[src/kswtp_pkg.sv]
// package with shared constants, types and register codes of the key search block
`default_nettype none

package kswtp_pkg;

  // key and stream geometry
  localparam int KeyMax    = 16;
  localparam int StreamMax = 4096;
  localparam int CountCap  = StreamMax + KeyMax;

  // field and internal widths
  localparam int ByteW  = 8;
  localparam int LenW   = 5;
  localparam int StartW = 12;
  localparam int CntW   = $clog2(CountCap + 1);
  localparam int PosW   = $clog2(StreamMax);
  localparam int KIdxW  = (KeyMax > 1) ? $clog2(KeyMax) : 1;
  localparam int WordW  = 64;
  localparam int CfgIdxW = 2;

  // configuration register indexes
  typedef enum logic [CfgIdxW-1:0] {
    CfgKeyLow    = 2'd0,
    CfgKeyHigh   = 2'd1,
    CfgKeyLength = 2'd2,
    CfgPartial   = 2'd3
  } cfg_idx_e;

  typedef logic [KeyMax-1:0][ByteW-1:0] key_arr_t;

  // configuration as seen by the search logic
  typedef struct packed {
    key_arr_t        key;
    logic [LenW-1:0] key_len;
    logic            allow_partial;
  } cfg_t;

  // per-cell control from the top level
  typedef struct packed {
    logic shift;
    logic fill_in;
  } cell_ctrl_t;

endpackage

`default_nettype wire

[src/kswtp_cfg.sv]
// configuration register file of the key search block
`default_nettype none

module kswtp_cfg (
  input  wire                             clk_i,
  input  wire                             rst_ni,
  input  wire                             cfg_valid_i,
  output logic                            cfg_ready_o,
  input  wire  [kswtp_pkg::CfgIdxW-1:0]   cfg_index_i,
  input  wire  [kswtp_pkg::WordW-1:0]     cfg_data_i,
  output kswtp_pkg::cfg_t                 cfg_o
);
  import kswtp_pkg::*;

  logic [WordW-1:0] key_low_q, key_low_d;
  logic [WordW-1:0] key_high_q, key_high_d;
  logic [LenW-1:0]  key_len_q, key_len_d;
  logic             allow_q, allow_d;
  logic             wr;
  logic [2*WordW-1:0] key_word;

  assign cfg_ready_o = 1'b1;
  assign wr = cfg_valid_i;

  // register write decode
  always_comb begin
    key_low_d  = key_low_q;
    key_high_d = key_high_q;
    key_len_d  = key_len_q;
    allow_d    = allow_q;
    if (wr) begin
      unique case (cfg_index_i)
        CfgKeyLow:    key_low_d  = cfg_data_i;
        CfgKeyHigh:   key_high_d = cfg_data_i;
        CfgKeyLength: key_len_d  = cfg_data_i[LenW-1:0];
        CfgPartial:   allow_d    = cfg_data_i[0];
        default:      ;
      endcase
    end
  end

  always_ff @(posedge clk_i or negedge rst_ni) begin
    if (!rst_ni) begin
      key_low_q  <= '0;
      key_high_q <= '0;
      key_len_q  <= '0;
      allow_q    <= 1'b1;
    end else begin
      key_low_q  <= key_low_d;
      key_high_q <= key_high_d;
      key_len_q  <= key_len_d;
      allow_q    <= allow_d;
    end
  end

  // key bytes and effective length, lengths above the maximum clip
  assign key_word = {key_high_q, key_low_q};

  always_comb begin
    for (int j = 0; j < KeyMax; j++) begin
      cfg_o.key[j] = key_word[ByteW*j +: ByteW];
    end
    cfg_o.key_len = (key_len_q > LenW'(KeyMax)) ? LenW'(KeyMax) : key_len_q;
    cfg_o.allow_partial = allow_q;
  end

endmodule

`default_nettype wire

[src/kswtp_cell.sv]
// one window cell: holds a stream byte and compares it against every key byte
`default_nettype none

module kswtp_cell (
  input  wire                           clk_i,
  input  wire                           rst_ni,
  input  kswtp_pkg::cell_ctrl_t         ctrl_i,
  input  wire  [kswtp_pkg::ByteW-1:0]   byte_i,
  input  kswtp_pkg::key_arr_t           key_i,
  output logic [kswtp_pkg::ByteW-1:0]   byte_o,
  output logic                          fill_o,
  output logic [kswtp_pkg::KeyMax-1:0]  eq_o
);
  import kswtp_pkg::*;

  logic [ByteW-1:0] byte_q, byte_d;
  logic             fill_q, fill_d;

  // shift from the neighbor on every transfer
  always_comb begin
    byte_d = byte_q;
    fill_d = fill_q;
    if (ctrl_i.shift) begin
      byte_d = byte_i;
      fill_d = ctrl_i.fill_in;
    end
  end

  always_ff @(posedge clk_i or negedge rst_ni) begin
    if (!rst_ni) begin
      fill_q <= 1'b0;
    end else begin
      fill_q <= fill_d;
    end
  end

  always_ff @(posedge clk_i) begin
    byte_q <= byte_d;
  end

  assign byte_o = byte_q;
  assign fill_o = fill_q;

  // compare against all key bytes, empty slots never match
  always_comb begin
    for (int j = 0; j < KeyMax; j++) begin
      eq_o[j] = fill_q && (byte_q == key_i[j]);
    end
  end

endmodule

`default_nettype wire

[src/key_search_with_tail_prefix.sv]
// top level of the key search with tail prefix match
// output: the last byte's evaluation state is registered, then the result register
// throughput: one byte per cycle; input stalls only while a finished result is
//   stalled at the output and the next stream end is already being evaluated
// reset: asynchronous active low, clears window fill flags, counters, result valid and
//   configuration (key zero, key length zero, partial tail mode on)
`default_nettype none

module key_search_with_tail_prefix (
  input  wire                             clk_i,
  input  wire                             rst_ni,
  input  wire                             in_valid_i,
  output logic                            in_stall_o,
  input  wire  [kswtp_pkg::ByteW-1:0]     data_byte_i,
  input  wire                             last_byte_i,
  output logic                            out_valid_o,
  input  wire                             out_stall_i,
  output logic                            found_o,
  output logic [kswtp_pkg::StartW-1:0]    start_position_o,
  output logic [kswtp_pkg::LenW-1:0]      matched_length_o,
  output logic                            length_overflow_o,
  input  wire                             cfg_valid_i,
  output logic                            cfg_ready_o,
  input  wire  [kswtp_pkg::CfgIdxW-1:0]   cfg_index_i,
  input  wire  [kswtp_pkg::WordW-1:0]     cfg_data_i
);
  import kswtp_pkg::*;

  cfg_t             cfg;
  logic             in_xfer;
  logic             hold;
  logic             fire;

  // stream tracking
  logic             restart_q, restart_d;
  logic [CntW-1:0]  cnt_q, cnt_d;
  logic             eval_valid_q, eval_valid_d;
  logic             eval_last_q, eval_last_d;
  logic             full_found_q, full_found_d;
  logic [PosW-1:0]  full_pos_q, full_pos_d;

  // result register
  logic              out_valid_q, out_valid_d;
  logic              found_q, found_d;
  logic [StartW-1:0] start_q, start_d;
  logic [LenW-1:0]   mlen_q, mlen_d;
  logic              ovf_q, ovf_d;

  // window cells
  cell_ctrl_t        ctrl [KeyMax];
  logic [ByteW-1:0]  cell_byte [KeyMax];
  logic              cell_fill [KeyMax];
  logic [KeyMax-1:0] cell_eq [KeyMax];

  // match evaluation
  logic [KeyMax-1:0] pm;
  logic [LenW-1:0]   k;
  logic [LenW-1:0]   k_m1;
  logic [LenW-1:0]   best;
  logic [CntW-1:0]   st_full;
  logic [CntW-1:0]   st_part;
  logic              full_hit;
  logic              part_ok;

  kswtp_cfg u_cfg (
    .clk_i       (clk_i),
    .rst_ni      (rst_ni),
    .cfg_valid_i (cfg_valid_i),
    .cfg_ready_o (cfg_ready_o),
    .cfg_index_i (cfg_index_i),
    .cfg_data_i  (cfg_data_i),
    .cfg_o       (cfg)
  );

  // handshake: hold the evaluated stream end while the result slot is busy
  assign hold       = eval_valid_q && eval_last_q && out_valid_q && out_stall_i;
  assign in_stall_o = hold;
  assign in_xfer    = in_valid_i && !in_stall_o;
  assign fire       = eval_valid_q && !hold;

  // chain of cells, a new stream drops the old contents
  for (genvar i = 0; i < KeyMax; i++) begin : g_cell
    if (i == 0) begin : g_head
      assign ctrl[i].shift   = in_xfer;
      assign ctrl[i].fill_in = 1'b1;
      kswtp_cell u_cell (
        .clk_i  (clk_i),
        .rst_ni (rst_ni),
        .ctrl_i (ctrl[i]),
        .byte_i (data_byte_i),
        .key_i  (cfg.key),
        .byte_o (cell_byte[i]),
        .fill_o (cell_fill[i]),
        .eq_o   (cell_eq[i])
      );
    end else begin : g_body
      assign ctrl[i].shift   = in_xfer;
      assign ctrl[i].fill_in = cell_fill[i-1] && !restart_q;
      kswtp_cell u_cell (
        .clk_i  (clk_i),
        .rst_ni (rst_ni),
        .ctrl_i (ctrl[i]),
        .byte_i (cell_byte[i-1]),
        .key_i  (cfg.key),
        .byte_o (cell_byte[i]),
        .fill_o (cell_fill[i]),
        .eq_o   (cell_eq[i])
      );
    end
  end

  // prefix of length l+1 matches when cell c holds key byte l-c
  always_comb begin
    for (int l = 0; l < KeyMax; l++) begin
      pm[l] = 1'b1;
      for (int c = 0; c <= l; c++) begin
        pm[l] = pm[l] & cell_eq[c][l-c];
      end
    end
  end

  // full match and longest proper tail prefix
  always_comb begin
    k       = cfg.key_len;
    k_m1    = k - LenW'(1);
    st_full = cnt_q - CntW'(k);
    full_hit = !full_found_q && (k != '0) && pm[k_m1[KIdxW-1:0]]
               && (st_full < CntW'(StreamMax));
    best = '0;
    for (int l = 0; l < KeyMax; l++) begin
      if ((LenW'(l + 1) < k) && pm[l]) begin
        best = LenW'(l + 1);
      end
    end
    st_part = cnt_q - CntW'(best);
    part_ok = cfg.allow_partial && (best != '0) && (st_part < CntW'(StreamMax));
  end

  // stream state next values
  always_comb begin
    restart_d    = restart_q;
    cnt_d        = cnt_q;
    eval_valid_d = eval_valid_q;
    eval_last_d  = eval_last_q;
    full_found_d = full_found_q;
    full_pos_d   = full_pos_q;
    if (fire) begin
      eval_valid_d = 1'b0;
      if (eval_last_q) begin
        full_found_d = 1'b0;
        full_pos_d   = '0;
      end else if (full_hit) begin
        full_found_d = 1'b1;
        full_pos_d   = st_full[PosW-1:0];
      end
    end
    if (in_xfer) begin
      restart_d    = last_byte_i;
      eval_valid_d = 1'b1;
      eval_last_d  = last_byte_i;
      if (restart_q) begin
        cnt_d = CntW'(1);
      end else if (cnt_q < CntW'(CountCap)) begin
        cnt_d = cnt_q + CntW'(1);
      end
    end
  end

  // result register next values
  always_comb begin
    out_valid_d = out_valid_q;
    found_d     = found_q;
    start_d     = start_q;
    mlen_d      = mlen_q;
    ovf_d       = ovf_q;
    if (out_valid_q && !out_stall_i) begin
      out_valid_d = 1'b0;
    end
    if (fire && eval_last_q) begin
      out_valid_d = 1'b1;
      ovf_d       = cnt_q > CntW'(StreamMax);
      priority if (full_found_q) begin
        found_d = 1'b1;
        start_d = StartW'(full_pos_q);
        mlen_d  = k;
      end else if (full_hit) begin
        found_d = 1'b1;
        start_d = st_full[StartW-1:0];
        mlen_d  = k;
      end else if (part_ok) begin
        found_d = 1'b1;
        start_d = st_part[StartW-1:0];
        mlen_d  = best;
      end else begin
        found_d = 1'b0;
        start_d = '0;
        mlen_d  = '0;
      end
    end
  end

  always_ff @(posedge clk_i or negedge rst_ni) begin
    if (!rst_ni) begin
      restart_q    <= 1'b0;
      cnt_q        <= '0;
      eval_valid_q <= 1'b0;
      eval_last_q  <= 1'b0;
      full_found_q <= 1'b0;
      full_pos_q   <= '0;
      out_valid_q  <= 1'b0;
    end else begin
      restart_q    <= restart_d;
      cnt_q        <= cnt_d;
      eval_valid_q <= eval_valid_d;
      eval_last_q  <= eval_last_d;
      full_found_q <= full_found_d;
      full_pos_q   <= full_pos_d;
      out_valid_q  <= out_valid_d;
    end
  end

  always_ff @(posedge clk_i) begin
    found_q <= found_d;
    start_q <= start_d;
    mlen_q  <= mlen_d;
    ovf_q   <= ovf_d;
  end

  assign out_valid_o       = out_valid_q;
  assign found_o           = found_q;
  assign start_position_o  = start_q;
  assign matched_length_o  = mlen_q;
  assign length_overflow_o = ovf_q;

  // input stalls only behind a stream end waiting for the result slot
  a_stall_cause: assert property (@(posedge clk_i) disable iff (!rst_ni)
    in_stall_o |-> (eval_valid_q && eval_last_q && out_valid_q))
    else $error("input stalled without a pending stream end");

  // a delivered stream end clears the latched full match
  a_stream_clear: assert property (@(posedge clk_i) disable iff (!rst_ni)
    (fire && eval_last_q) |=> (!full_found_q && out_valid_q))
    else $error("stream state not cleared after stream end");

  // not found reports zero position and length
  a_not_found_zero: assert property (@(posedge clk_i) disable iff (!rst_ni)
    (out_valid_o && !found_o) |-> (start_position_o == '0 && matched_length_o == '0))
    else $error("not found result carries position or length");

  // a found result has a nonzero length within the key size
  a_found_len: assert property (@(posedge clk_i) disable iff (!rst_ni)
    (out_valid_o && found_o) |->
      (matched_length_o != '0 && matched_length_o <= LenW'(KeyMax)))
    else $error("found result with bad matched length");

endmodule

`default_nettype wire
[config.mk]
export PLATFORM = sky130hd
export DESIGN_NAME = key_search_with_tail_prefix
export DESIGN_NICKNAME = d
export VERILOG_FILES = /design/src/kswtp_pkg.sv /design/src/kswtp_cfg.sv /design/src/kswtp_cell.sv /design/src/key_search_with_tail_prefix.sv
export SDC_FILE = /design/constraint.sdc
export NUM_CORES = 2
export LEC_CHECK = 0
export BUFFER_PORTS_ARGS = -buffer_cell sky130_fd_sc_hd__buf_2
export CAP_MARGIN = 30
export CORE_MARGIN = 2
export CORE_UTILIZATION = 50
export CTS_CLUSTER_SIZE = 14
export DETAILED_ROUTE_END_ITERATION = 16
export PLACE_DENSITY = 0.66
export SLEW_MARGIN = 10
export SYNTH_ARGS = -nofsm -noshare
export SYNTH_HDL_FRONTEND = slang
export SYNTH_SLANG_ARGS = --single-unit
[constraint.sdc]
create_clock -name clk_i -period 5.9 [get_ports clk_i]
set_input_delay 0.295 -clock clk_i [delete_from_list [all_inputs] [get_ports clk_i]]
set_output_delay 0.295 -clock clk_i [all_outputs]
set_load 0.01 [all_outputs]
==> qor.csv, run 1 <==
metric,value,unit
cell taking the most area after synthesis,dfrtp_1,
CTS sink cnt,326,
first-pass GRT wire length,307900,µm
Netlist cell types,87,
"flops & latches, synth",326,
most frequent cells after synthesis,"471 x xnor2_1, 413 x xor2_1, 267 x nor4_1, 254 x nand4_1, 187 x buf_2",
sequential fraction of the synthesis area,29.65,%
Starting Density,50.73,%
mapped cell area,30000,µm²
syn avg cell area,8.796,µm²
routability cong.,1.350,
vias in the first global route,36540,
top-area cell type share of the netlist area,14.85,%
Synth Flop Type,dfrtp_1,
CTS root buf,clkbuf_16,
CTS H-tree depth,2,
Die Y,248.9,µm
stop err,[ERROR GRT-0116] Global routing finished with congestion. Check the congestion regions in the DRC Viewer.,
row count,89,
number of CTS-inserted buffers,42,
I/O pin count,102,
Post-synth EDFFs,147,
PortBufs,100,
Halt Stage,5_1_grt,
largest cells by area after synthesis,"dfrtp_1 15%, edfxtp_1 15%, xnor2_1 14%",
clk buf depth,3,
Die W,248.9,µm
grt ovf,13,
largest net degree at the start of global routing,99,
Post-Syn Instances,3410,
async set-reset flop share out of synthesis,54.91,%
status,did not finish,
gr usage total,71.43,%
dpl hpwl,156500,µm
most instantiated library cell after synthesis,xnor2_1,
Ys Warns,0,
post-CTS setup buffer count,0,
## stage by stage
step | cell area, µm² | hold slack, ns | instances | worst slack (ns) | utilization [%]
2_1_floorplan | 30000 | -0.0005911 | 3411 | 0.9999 | -
4_1_cts | 37160 | 0.0002837 | 4686 | 0.0002243 | 62.85
3_3_place_gp | 35140 | 0.3895 | 4544 | -0.1324 | 59.42
3_5_place_dp | 35140 | 0.3877 | 4544 | -0.01132 | 59.42
## timing repair
item / CTS
hold endpoints to repair: 193
hold buffers: 64
setup endpoints to repair: 1
resized for setup: 1
## cell families after synthesis
| family | count (synthesis) | share of synthesized area, % |
|---|---|---|
| AOI/OAI and AO/OA | 296 | 7.196 |
| xor gates and xnor gates | 884 | 25.81 |
| adders and majority gates | 14 | 0.6340 |
| buffers and inverters | 440 | 6.749 |
| DFF | 326 | 29.65 |
| muxes | 106 | 3.971 |
| other | 1 | 0.01250 |
| and+or+nand+nor | 1343 | 25.97 |
## metal layers
| metal | overflow | GRT usage (%) |
|---|---|---|
| met4 | 5 | 64.40 |
| met3 | 0 | 57.25 |
| met2 | 8 | 84.93 |
| met5 | 0 | 31.74 |
| met1 | 0 | 75.34 |
==> run 2: changes to the inputs <==
Settings changed: CORE_UTILIZATION 50 to 35, CTS_CLUSTER_SIZE 14 to not set, PLACE_DENSITY 0.66 to not set, PLACE_DENSITY_LB_ADDON set to 0.15.
==> run 2 against run 1 <==
  * The run now ends clean
  * Area after synthesis did not move
  * Synthesized cell count did not move
==> qor.csv, run 2 <==
metric,value,unit
status,completed,
dpl hpwl,183800,µm
Simple-Gate Fraction of Synth Area,25.97,%
Crit path required time,6.41,ns
GR Util met1,60.16,%
WHS,0.01131,ns
Fin Clk Skew,0.05693,ns
Adder-Cell Fraction of Synth Area,0.6340,%
sequential fraction of the synthesis area,29.65,%
GR peak layer,met2,
Die W,296.7,µm
I/O pin count,102,
cell taking the most area after synthesis,dfrtp_1,
CTS root buf,clkbuf_16,
Post-synth EDFFs,147,
Final Cycle Share,98.45,%
Slew Limit Fails,0,
"most common cell after layout, fill and taps aside",buf_4,
vias per inst,6.939,
Crit. Startpoint,g_cell[2].g_body.u_cell.byte_o[3],
CP startpoint kind,flip-flop,
Reg-to-Reg End,start_position_o[11],
# DRC,0,
CTS sink cnt,326,
routability cong.,1.210,
power density cells,344.0,nW/µm²
Tmin final,5.809,ns
compound-gate portion of the synthesized area,7.196,%
measured slew at the worst slew-check pin,1.184,ns
Syn-to-layout area delta,29.15,%
Post-Route WL,248000,µm
"flops & latches, synth",326,
Die Y,296.7,µm
xor/xnor share of the synthesized area,25.81,%
async set-reset flop share out of synthesis,54.91,%
vias in the first global route,33470,
Finished Core Util,45.57,%
via count,35660,
R2R cell count,26,
TritonCTS clock tree,built,
Ys Warns,0,
met2 usage,73.63,%
worst vdd ir,0.2990,mV
Synth Flop Type,dfrtp_1,
most frequent cells after synthesis,"471 x xnor2_1, 413 x xor2_1, 267 x nor4_1, 254 x nand4_1, 187 x buf_2",
largest cells by area after synthesis,"dfrtp_1 15%, edfxtp_1 15%, xnor2_1 14%",
most frequent cells in the layout,"540 x buf_4, 459 x xnor2_1, 413 x xor2_1",
max-capacitance violation count,0,
clk buf depth,3,
syn avg cell area,8.796,µm²
Reg2Reg Setup Slack,0.09,ns
routing usage on met3,30.08,%
Rel. slew slack,20.81,%
initial antenna violation count,30,
DR WL/cell,48.26,µm
layout cells sized above 1,24.59,%
Finished Cell Area,38740,µm²
Starting Density,35.28,%
Hold/Removal Path Class,in2reg,
# setup viols final,0,
CP Capture Point,start_position_o[11],
"CTS clk-pin slew, worst paths",0.07,ns
Critical Path End Type,flip-flop,
core area,85010,µm²
Fin Setup TNS,0,ns
Critical Path AT,6.32,ns
crit path max fanout,4,
mux cell area share after synthesis,3.971,%
largest family of logic cells by synthesized area,simple AND/OR/NAND/NOR gates,
Leak,14.82,nW
number of CTS-inserted buffers,43,
Post-Syn Instances,3410,
max frequency,172.2,MHz
fin nets,4032,
largest net degree at the start of global routing,112,
DP Area,35790,µm²
antenna-violating nets left,0,
Netlist cell types,87,
initial DRC count,6034,
most instantiated library cell after synthesis,xnor2_1,
top-area cell type share of the netlist area,14.85,%
row count,107,
RR Startpoint,g_cell[2].g_body.u_cell.byte_o[3],
grt ovf,0,
first-pass GRT wire length,322200,µm
full die area,88060,µm²
First-pass DRT Iterations,7,
gr usage total,54.94,%
crit path kind,reg2reg,
mapped cell area,30000,µm²
clock insertion delay at the later pin of the skew report,0.69,ns
Final Hold Violating Endpoints,0,
max FFs per register,120,
PortBufs,100,
CTS H-tree depth,2,
-- run 2: area by class of cell --
type,count,area (µm²)
diodes,22,55.05
clock buffers,63,1305
clock inverters,17,209.0
fillers,8422,46270
inverters,118,447.9
multi-input cells,2645,19320
flip-flops and latches,326,8916
well taps,1144,1431
repair buffers,804,7056
-- run 2: routing by layer --
metal,up-vias,part of all wire [%]
met2,3661,38
met5,-,0.045
met3,1549,15
met1,17180,34
met4,10,13
li1,13260,-
-- run 2: report_power, final --
part	internal [W]	leakage (nW)	switching, W
sequential	0.00270	3.61	0.000669
combinational	0.00243	10.5	0.00461
clock	0.00165	0.737	0.00127
total	0.00678	14.8	0.00655
-- run 2: logic make-up after synthesis --
kind of cell | Yosys count
AND/OR/NAND/NOR | 1343
flip-flops | 326
multiplexers | 106
adder cells (fa/ha/maj) | 14
other | 1
buffers and inverters | 440
AO/OA/AOI/OAI | 296
XOR/XNOR | 884
-- run 2: repair_timing --
item                                    CTS  global route
gates resized for setup                   4            52
endpoints found under the hold margin   192             3
hold buffers                             70             2
buffers inserted                          4            34
pin swaps                                 0             7
endpoints found under the setup margin    8            17
-- run 2: through the flow --
step                      setup slack, ns  cells  total power (W)
final                             0.09139   5139          0.01333
after detailed placement          -0.1946   4920         0.009662
after floorplan                    0.9999   3411         0.006207
after global routing              -0.5703   5119          0.01333
after CTS                        0.005093   5074          0.01262
after global placement            -0.3273   4919         0.009739
-- run 2: worst min path at each step --
stage	depth (start not counted)	startpoint	endpoint	slack, ns
floorplan	0	rst_ni	cnt_q[0]	-0.0006
global placement	1	rst_ni	g_cell[2].g_body.u_cell.fill_o	0.31
detailed placement	1	rst_ni	g_cell[2].g_body.u_cell.fill_o	0.31
CTS	2	cfg_data_i[8]	u_cfg.key_high_q[8]	0.003
global route	2	cfg_data_i[4]	u_cfg.key_high_q[4]	0.01
finish	3	cfg_index_i[1]	u_cfg.allow_q	0.01
-- run 2: critical path, cell delays in order (launching register included) --
cell and delay [ns]:
edfxtp_1 0.55, buf_4 0.22, inv_1 0.08, buf_4 0.21, o22ai_1 0.84, nor4_1 0.17
buf_4 0.23, and4_1 0.25, nand4_1 0.11, buf_4 0.18, nor2_1 0.06, a221o_1 0.29
o21ai_1 0.15, ha_2 0.24, fa_1 0.19, nor2b_1 0.06, o21ai_0 0.17, nand2b_1 0.10
a21oi_1 0.20, nand3_1 0.12, xor2_1 0.24, and2_1 0.21, o31ai_4 0.10, buf_4 0.17
o31ai_1 0.24, a32oi_1 0.13, o21ai_1 0.13
Power figures use the tool's default switching activity.
